**config.mk**
```make
export PLATFORM = sky130hd
export DESIGN_NAME = sorted_address_list
export DESIGN_NICKNAME = d
export VERILOG_FILES = /design/src/rtl/sal_pkg.sv /design/src/rtl/sal_cell.sv /design/src/rtl/sal_onehot_enc.sv /design/src/rtl/sorted_address_list.sv
export SDC_FILE = /design/constraint.sdc
export NUM_CORES = 2
export LEC_CHECK = 0
export BUFFER_PORTS_ARGS = -buffer_cell sky130_fd_sc_hd__buf_2
export CAP_MARGIN = 0
export CORE_MARGIN = 5
export CORE_UTILIZATION = 37
export CTS_BUF_LIST = sky130_fd_sc_hd__clkbuf_8
export DETAILED_ROUTE_END_ITERATION = 10
export GPL_TIMING_DRIVEN = 0
export MAX_ROUTING_LAYER = met4
export PLACE_DENSITY_LB_ADDON = 0.05
export SYNTH_ARGS = -nofsm -noshare
export SYNTH_HDL_FRONTEND = slang
export SYNTH_SLANG_ARGS = --single-unit
export TNS_END_PERCENT = 1
```
**constraint.sdc**
```tcl
create_clock -name clk_i -period 6.8 [get_ports clk_i]
set_input_delay 1.36 -clock clk_i [delete_from_list [all_inputs] [get_ports clk_i]]
set_output_delay 1.36 -clock clk_i [all_outputs]
set_load 0.1 [all_outputs]
```
**src/rtl/sal_pkg.sv**
```systemverilog
// sorted address list package: operation and status codes, cell control struct
// and default sizes shared by the cell, encoder and top level
// no dependencies
package sal_pkg;

  localparam int unsigned DEPTH_DEF      = 16;
  localparam int unsigned ADDR_WIDTH_DEF = 32;
  localparam int unsigned ADDR_IN_W      = 32;
  localparam int unsigned OP_W           = 2;
  localparam int unsigned ST_W           = 2;

  typedef enum logic [OP_W-1:0] {
    OP_INSERT = 2'd0,
    OP_SEARCH = 2'd1,
    OP_DELETE = 2'd2
  } op_e;

  typedef enum logic [ST_W-1:0] {
    ST_OK      = 2'd0,
    ST_MISSING = 2'd1,
    ST_FULL    = 2'd2
  } status_e;

  // control broadcast to every cell
  typedef struct packed {
    logic ins;  // operation is an insert
    logic del;  // operation is a delete
    logic wr;   // table changes on this word
  } ctrl_t;

endpackage

```
**src/rtl/sal_cell.sv**
```systemverilog
// one cell of the sorted chain: holds one address, compares it against the key
// and shifts toward its neighbor on insert or delete; uses sal_pkg
module sal_cell #(
  parameter int unsigned ADDR_WIDTH = sal_pkg::ADDR_WIDTH_DEF
) (
  input  logic                  clk_i,
  input  sal_pkg::ctrl_t        ctrl_i,
  input  logic                  ins_i,
  input  logic [ADDR_WIDTH-1:0] key_i,
  input  logic                  valid_i,
  input  logic [ADDR_WIDTH-1:0] left_entry_i,
  input  logic                  left_take_i,
  input  logic                  left_eq_i,
  input  logic [ADDR_WIDTH-1:0] right_entry_i,
  output logic [ADDR_WIDTH-1:0] entry_o,
  output logic                  take_o,
  output logic                  eq_o,
  output logic                  mark_o
);
  import sal_pkg::*;

  logic [ADDR_WIDTH-1:0] entry_q, entry_d;
  logic                  gt, eq, take;

  assign gt   = valid_i && (entry_q > key_i);
  assign eq   = valid_i && (entry_q == key_i);
  // an empty cell accepts the key or the shifted word on insert
  assign take = gt || !valid_i;

  always_comb begin
    entry_d = entry_q;
    if (ctrl_i.wr && ctrl_i.ins) begin
      if (left_take_i) begin
        entry_d = left_entry_i;
      end else if (take) begin
        entry_d = key_i;
      end
    end else if (ctrl_i.wr && ctrl_i.del && (gt || eq)) begin
      entry_d = right_entry_i;
    end
  end

  always_ff @(posedge clk_i) begin
    entry_q <= entry_d;
  end

  assign entry_o = entry_q;
  assign take_o  = take;
  assign eq_o    = eq;
  // boundary of the thermometer: insertion point or first equal entry
  // ins_i is kept apart from ctrl_i so the mark does not loop back through ctrl.wr
  assign mark_o  = ins_i ? (take && !left_take_i) : (eq && !left_eq_i);

endmodule

```
**src/rtl/sal_onehot_enc.sv**
```systemverilog
// one-hot to index encoder for the cell boundary marks
// depends on sal_pkg for the default size
module sal_onehot_enc #(
  parameter int unsigned N = sal_pkg::DEPTH_DEF
) (
  input  logic [N-1:0]         onehot_i,
  output logic [$clog2(N)-1:0] index_o,
  output logic                 any_o
);
  localparam int unsigned IdxW = $clog2(N);

  always_comb begin
    index_o = '0;
    for (int i = 0; i < N; i++) begin
      if (onehot_i[i]) begin
        index_o = index_o | IdxW'(i);
      end
    end
  end

  assign any_o = |onehot_i;

endmodule

```
**src/rtl/sorted_address_list.sv**
```systemverilog
// sorted address list: a chain of DEPTH cells keeping addresses in ascending order
// each accepted word's result is registered; cells compare in parallel, shift by one
// throughput: one word per cycle while the output is not stalled
// reset: clears the entry count and output valid; cell contents are left as they are
// depends on sal_pkg, sal_cell, sal_onehot_enc
module sorted_address_list #(
  parameter int unsigned DEPTH      = sal_pkg::DEPTH_DEF,
  parameter int unsigned ADDR_WIDTH = sal_pkg::ADDR_WIDTH_DEF
) (
  input  logic        clk_i,
  input  logic        rst_ni,
  input  logic        s_axis_tvalid,
  output logic        s_axis_tready,
  input  logic [39:0] s_axis_tdata,  // operation[1:0], address[33:2], zero pad
  output logic        m_axis_tvalid,
  input  logic        m_axis_tready,
  // status[1:0], position, entry_count, zero pad
  output logic [((sal_pkg::ST_W + $clog2(DEPTH) + $clog2(DEPTH + 1) + 7) / 8) * 8 - 1:0]
               m_axis_tdata
);
  import sal_pkg::*;

  localparam int unsigned PosW = $clog2(DEPTH);
  localparam int unsigned CntW = $clog2(DEPTH + 1);
  localparam int unsigned OutW = ((ST_W + PosW + CntW + 7) / 8) * 8;

  logic                  s_fire;
  op_e                   op;
  logic                  op_ins;
  logic [ADDR_IN_W-1:0]  addr_in;
  logic [ADDR_WIDTH-1:0] key;
  ctrl_t                 ctrl;

  logic [CntW-1:0] count_q, count_d;
  logic            full;

  logic [ADDR_WIDTH-1:0] entry [DEPTH];
  logic [DEPTH-1:0]      valid, take, eq, mark;

  logic [PosW-1:0] hit_pos;
  logic            hit;

  status_e         status;
  logic [PosW-1:0] pos;

  logic            out_valid_q;
  logic [OutW-1:0] out_data_q;

  assign s_axis_tready = !out_valid_q || m_axis_tready;
  assign s_fire        = s_axis_tvalid && s_axis_tready;
  assign op            = op_e'(s_axis_tdata[OP_W-1:0]);
  assign op_ins        = (op == OP_INSERT);
  assign addr_in       = s_axis_tdata[OP_W +: ADDR_IN_W];

  generate
    if (ADDR_WIDTH > ADDR_IN_W) begin : g_key_wide
      assign key = {{(ADDR_WIDTH - ADDR_IN_W){1'b0}}, addr_in};
    end else if (ADDR_WIDTH == ADDR_IN_W) begin : g_key_eq
      assign key = addr_in;
    end else begin : g_key_narrow
      assign key = addr_in[ADDR_WIDTH-1:0];
    end
  endgenerate

  assign full = (count_q == CntW'(DEPTH));

  always_comb begin
    ctrl.ins = op_ins;
    ctrl.del = (op == OP_DELETE);
    ctrl.wr  = s_fire && ((ctrl.ins && !full) || (ctrl.del && hit));
  end

  // cell chain
  for (genvar i = 0; i < DEPTH; i++) begin : g_cell
    logic [ADDR_WIDTH-1:0] left_entry, right_entry;
    logic                  left_take, left_eq;

    assign valid[i] = (count_q > CntW'(i));

    if (i == 0) begin : g_first
      assign left_entry = key;
      assign left_take  = 1'b0;
      assign left_eq    = 1'b0;
    end else begin : g_mid
      assign left_entry = entry[i-1];
      assign left_take  = take[i-1];
      assign left_eq    = eq[i-1];
    end

    if (i == DEPTH - 1) begin : g_last
      assign right_entry = entry[i];
    end else begin : g_inner
      assign right_entry = entry[i+1];
    end

    sal_cell #(
      .ADDR_WIDTH (ADDR_WIDTH)
    ) u_cell (
      .clk_i         (clk_i),
      .ctrl_i        (ctrl),
      .ins_i         (op_ins),
      .key_i         (key),
      .valid_i       (valid[i]),
      .left_entry_i  (left_entry),
      .left_take_i   (left_take),
      .left_eq_i     (left_eq),
      .right_entry_i (right_entry),
      .entry_o       (entry[i]),
      .take_o        (take[i]),
      .eq_o          (eq[i]),
      .mark_o        (mark[i])
    );
  end

  sal_onehot_enc #(
    .N (DEPTH)
  ) u_enc (
    .onehot_i (mark),
    .index_o  (hit_pos),
    .any_o    (hit)
  );

  always_comb begin
    status = ST_MISSING;
    unique case (op)
      OP_INSERT: status = full ? ST_FULL : ST_OK;
      OP_SEARCH,
      OP_DELETE: status = hit ? ST_OK : ST_MISSING;
      default:   status = ST_MISSING;
    endcase
  end

  assign pos = (status == ST_OK) ? hit_pos : '0;

  always_comb begin
    count_d = count_q;
    if (ctrl.wr) begin
      count_d = ctrl.ins ? count_q + CntW'(1) : count_q - CntW'(1);
    end
  end

  always_ff @(posedge clk_i or negedge rst_ni) begin
    if (!rst_ni) begin
      count_q     <= '0;
      out_valid_q <= 1'b0;
    end else begin
      count_q <= count_d;
      if (s_fire) begin
        out_valid_q <= 1'b1;
      end else if (m_axis_tready) begin
        out_valid_q <= 1'b0;
      end
    end
  end

  always_ff @(posedge clk_i) begin
    if (s_fire) begin
      out_data_q <= OutW'({count_d, pos, status});
    end
  end

  assign m_axis_tvalid = out_valid_q;
  assign m_axis_tdata  = out_data_q;

`ifndef NO_ASSERTIONS
  a_count_range: assert property (@(posedge clk_i) disable iff (!rst_ni)
    count_q <= CntW'(DEPTH))
    else $error("entry count above depth");

  a_insert_grows: assert property (@(posedge clk_i) disable iff (!rst_ni)
    (s_fire && op == OP_INSERT && !full) |=> (count_q == $past(count_q) + CntW'(1)))
    else $error("accepted insert did not grow the table");

  a_pos_zero: assert property (@(posedge clk_i) disable iff (!rst_ni)
    (m_axis_tvalid && m_axis_tdata[ST_W-1:0] != ST_OK) |->
      (m_axis_tdata[ST_W +: PosW] == '0))
    else $error("position nonzero on a failed operation");

  a_full_status: assert property (@(posedge clk_i) disable iff (!rst_ni)
    (m_axis_tvalid && m_axis_tdata[ST_W-1:0] == ST_FULL) |->
      (m_axis_tdata[ST_W + PosW +: CntW] == CntW'(DEPTH)))
    else $error("full status with a table that is not full");
`endif

endmodule

```
==> qor.yml <==
status: "complete, but fails checks"
failed_checks: "setup timing"
ys_async_sr_fraction_pct: 1.13
endpoint_kind: "flop"
final_cell_mix: "523 x edfxtp_1, 519 x ha_1, 433 x nor2_1"
netlist_area_sq_um: 40400
dieArea_sq_um: 116000
core_sq_um: 109000
dr.pass1.iters: 7
insertion_delay_ns: 0.78
cts_tree: "done"
hold_violations: 0
via_per_inst: 5.74
avgSynthCellArea_sq_um: 10.3
routedWlPerCell_um: 26.6
place.detailed.hpwl_um: 120000
drc: 0
clockBufferDepth: 3
ant_nets: 0
io_buffers: 50
rsz0062_at_grt: "yes"
yosys_register_bits: 529
track_usage_pct: 25.8
hold_buffers: 0
drive_gt1_share_pct: 17.5
fin_ws_ns: -0.125
vdd_drop_max_uv: 113
place_congestion: 0.961
first_iter_violations: 2369
clk_pin_slew_ns: 0.06
antenna_found_initial: 4
fillers: 10844
crit_path_max_fanout: 18
numCtsBuffers: 108
grt_util_met3_pct: 2.42
min_period_over_period_pct: 102
slew_viol_final: 0
startpoint_type: "primary input"
final_cell_area_sq_um: 45100
grt_pass1_wl_um: 218000
synth-edff-count: 523
fmax_mhz: 144
yosysWarnings: 0
grt_max_degree: 33
arrival_ns: 7.40
use_met1_pct: 36.1
ios: 62
clockRootBuffer: "clkbuf_8"
vias: 32233
hp-class: "in2async"
ys_seq_area_share_pct: 39.3
synthCells: 3930
power_uw: 10600
die_w_um: 340
fin_nets: 4688
maxCapViolCount: 0
cp.required_ns: 7.28
p_per_area_nw_per_um2: 236
worst_pin_slew_ns: 1.42
tns_ns: -6.60
worst-setup-path-type: "in2reg"
ys.flop_type: "edfxtp_1"
die_h_um: 340
rows: 121
finalClockSkew_ns: 0.0317
htree_num_levels: 3
dpl_cell_area_sq_um: 43000
overflow: 0
area_delta_synth_final_pct: 11.8
cts.sinks: 529
final_common_cell: "edfxtp_1"
fin_crit_ns: 6.93
grt_use_met2_pct: 40.0
grt_pass1_vias: 33031
p_leak_uw: 0.0173
initial_core_util_pct: 37.2
routed_wl_um: 150000
busiest_layer: "met2"
setup_violations: 88
ys_types: 95
slew_headroom_pct: 4.86
## final timing paths
check	startpoint	to	slack, ns	cells after the start
min	rst_ni	count_q[3]	0.43	1
max reg2reg	g_cell[1].u_cell.entry_o[17]	g_cell[1].u_cell.entry_o[24]	0.85	13
max	s_axis_tdata[25]	g_cell[1].u_cell.entry_o[24]	-0.13	15
min reg2reg	m_axis_tvalid	m_axis_tvalid	0.53	2
min in group clk_i	m_axis_tvalid	m_axis_tvalid	0.53	2
max in group asynchronous	rst_ni	m_axis_tvalid	6.17	1
## metrics by stage
step	worst slack (ns)	util [%]	std cells	hold WS [ns]
3_3_place_gp	-4.76	39.1	5398	0.513
6_report	-0.125	41.6	5619	0.433
3_5_place_dp	-1.42	39.6	5418	0.521
4_1_cts	0.00107	41.5	5615	0.359
2_1_floorplan	-0.341	-	3934	0.550
5_1_grt	-0.154	41.6	5618	0.386
## metal layers
| layer | vias to the layer above | part of all wire (%) | routed length [um] |
|---|---|---|---|
| met5 | - | 0 | 0 |
| met4 | 0 | 3.0 | 4480 |
| met3 | 200 | 3.7 | 5480 |
| met2 | 756 | 45 | 66700 |
| met1 | 15984 | 49 | 72900 |
| li1 | 15293 | - | - |
## synthesized netlist by cell type, types with 9 or more instances
| cell type | number | share of area, % |
|---|---|---|
| mux2i_1 | 350 | 8.7 |
| a221o_1 | 11 | 0.27 |
| o21a_1 | 11 | 0.20 |
| a21oi_1 | 414 | 5.1 |
| nor3_1 | 30 | 0.37 |
| edfxtp_1 | 523 | 39 |
| a221oi_1 | 16 | 0.35 |
| nor2_1 | 436 | 4.1 |
| clkbuf_1 | 110 | 1.0 |
| buf_6 | 50 | 1.4 |
| a21o_1 | 32 | 0.60 |
| mux2_4 | 31 | 1.2 |
| buf_4 | 25 | 0.47 |
| nand4_1 | 113 | 1.8 |
| buf_1 | 14 | 0.13 |
| nor2_2 | 111 | 1.7 |
| or3_1 | 9 | 0.14 |
| buf_2 | 22 | 0.27 |
| or4_1 | 10 | 0.19 |
| a31oi_1 | 79 | 1.2 |
| o21ai_0 | 97 | 1.2 |
| o211ai_1 | 20 | 0.37 |
| nor4_1 | 19 | 0.29 |
| inv_1 | 75 | 0.70 |
| a21oi_2 | 232 | 5.0 |
| nand3_1 | 57 | 0.71 |
| ha_1 | 519 | 16 |
| a2111oi_0 | 9 | 0.20 |
| a211oi_1 | 14 | 0.26 |
| and4_1 | 19 | 0.41 |
| nand2b_1 | 18 | 0.28 |
| nand2_1 | 296 | 2.8 |
| nor2b_1 | 17 | 0.26 |
## worst max-delay path: stages
cell and delay, ns:
buf_2 0.15, inv_1 0.75, ha_1 0.32, nand4_1 0.15
nor4_1 0.68, nand2_1 0.34, a221oi_4 0.68, nand2b_1 0.36
a31o_1 0.35, and4_4 0.19, a21oi_2 0.41, o21ai_2 0.29
clkbuf_4 0.42, a21oi_4 0.65, buf_16 0.25
## layout make-up
class	count	area [sq um]	area share, %
Multi-Input combinational cell	3107	23100	51.2
Sequential cell	529	15900	35.1
Tap cell	1414	1770	3.92
Clock buffer	110	1510	3.36
Buffer	223	1360	3.02
Timing Repair Buffer	81	827	1.83
Clock inverter	78	379	0.840
Inverter	75	293	0.649
Antenna cell	2	5.00	0.0111
## state kept, by name, summed over array words and instances (netlist names)
signal and count:
g_cell.u_cell.entry_o 512, m_axis_tdata 11, count_q 5, m_axis_tvalid 1
## cells by family (layout without fill, tap and decap cells)
logic type	Yosys count	in the layout	synth area share, %
AOI/OAI and AO/OA	1018	1018	16.7
xor gates and xnor gates	4	4	0.0868
other	1	7	0.00929
adders and majority gates	519	519	16.1
DFF	529	529	39.3
and+or+nand+nor	1179	1179	13.9
buffers and inverters	298	567	4.06
muxes	382	382	9.86
## power breakdown
| part | internal (uW) | switching (uW) |
|---|---|---|
| Combinational | 1210 | 2400 |
| Clock | 1560 | 1590 |
| Sequential | 3760 | 120 |
| Total | 6530 | 4110 |
## timing repair
action / CTS / global route
resized for setup: 10 / 8
setup endpoints to repair: 414 / 396
pin swaps: 0 / 3
buffers inserted: 9 / 2
(Power assumes the default switching activity.)
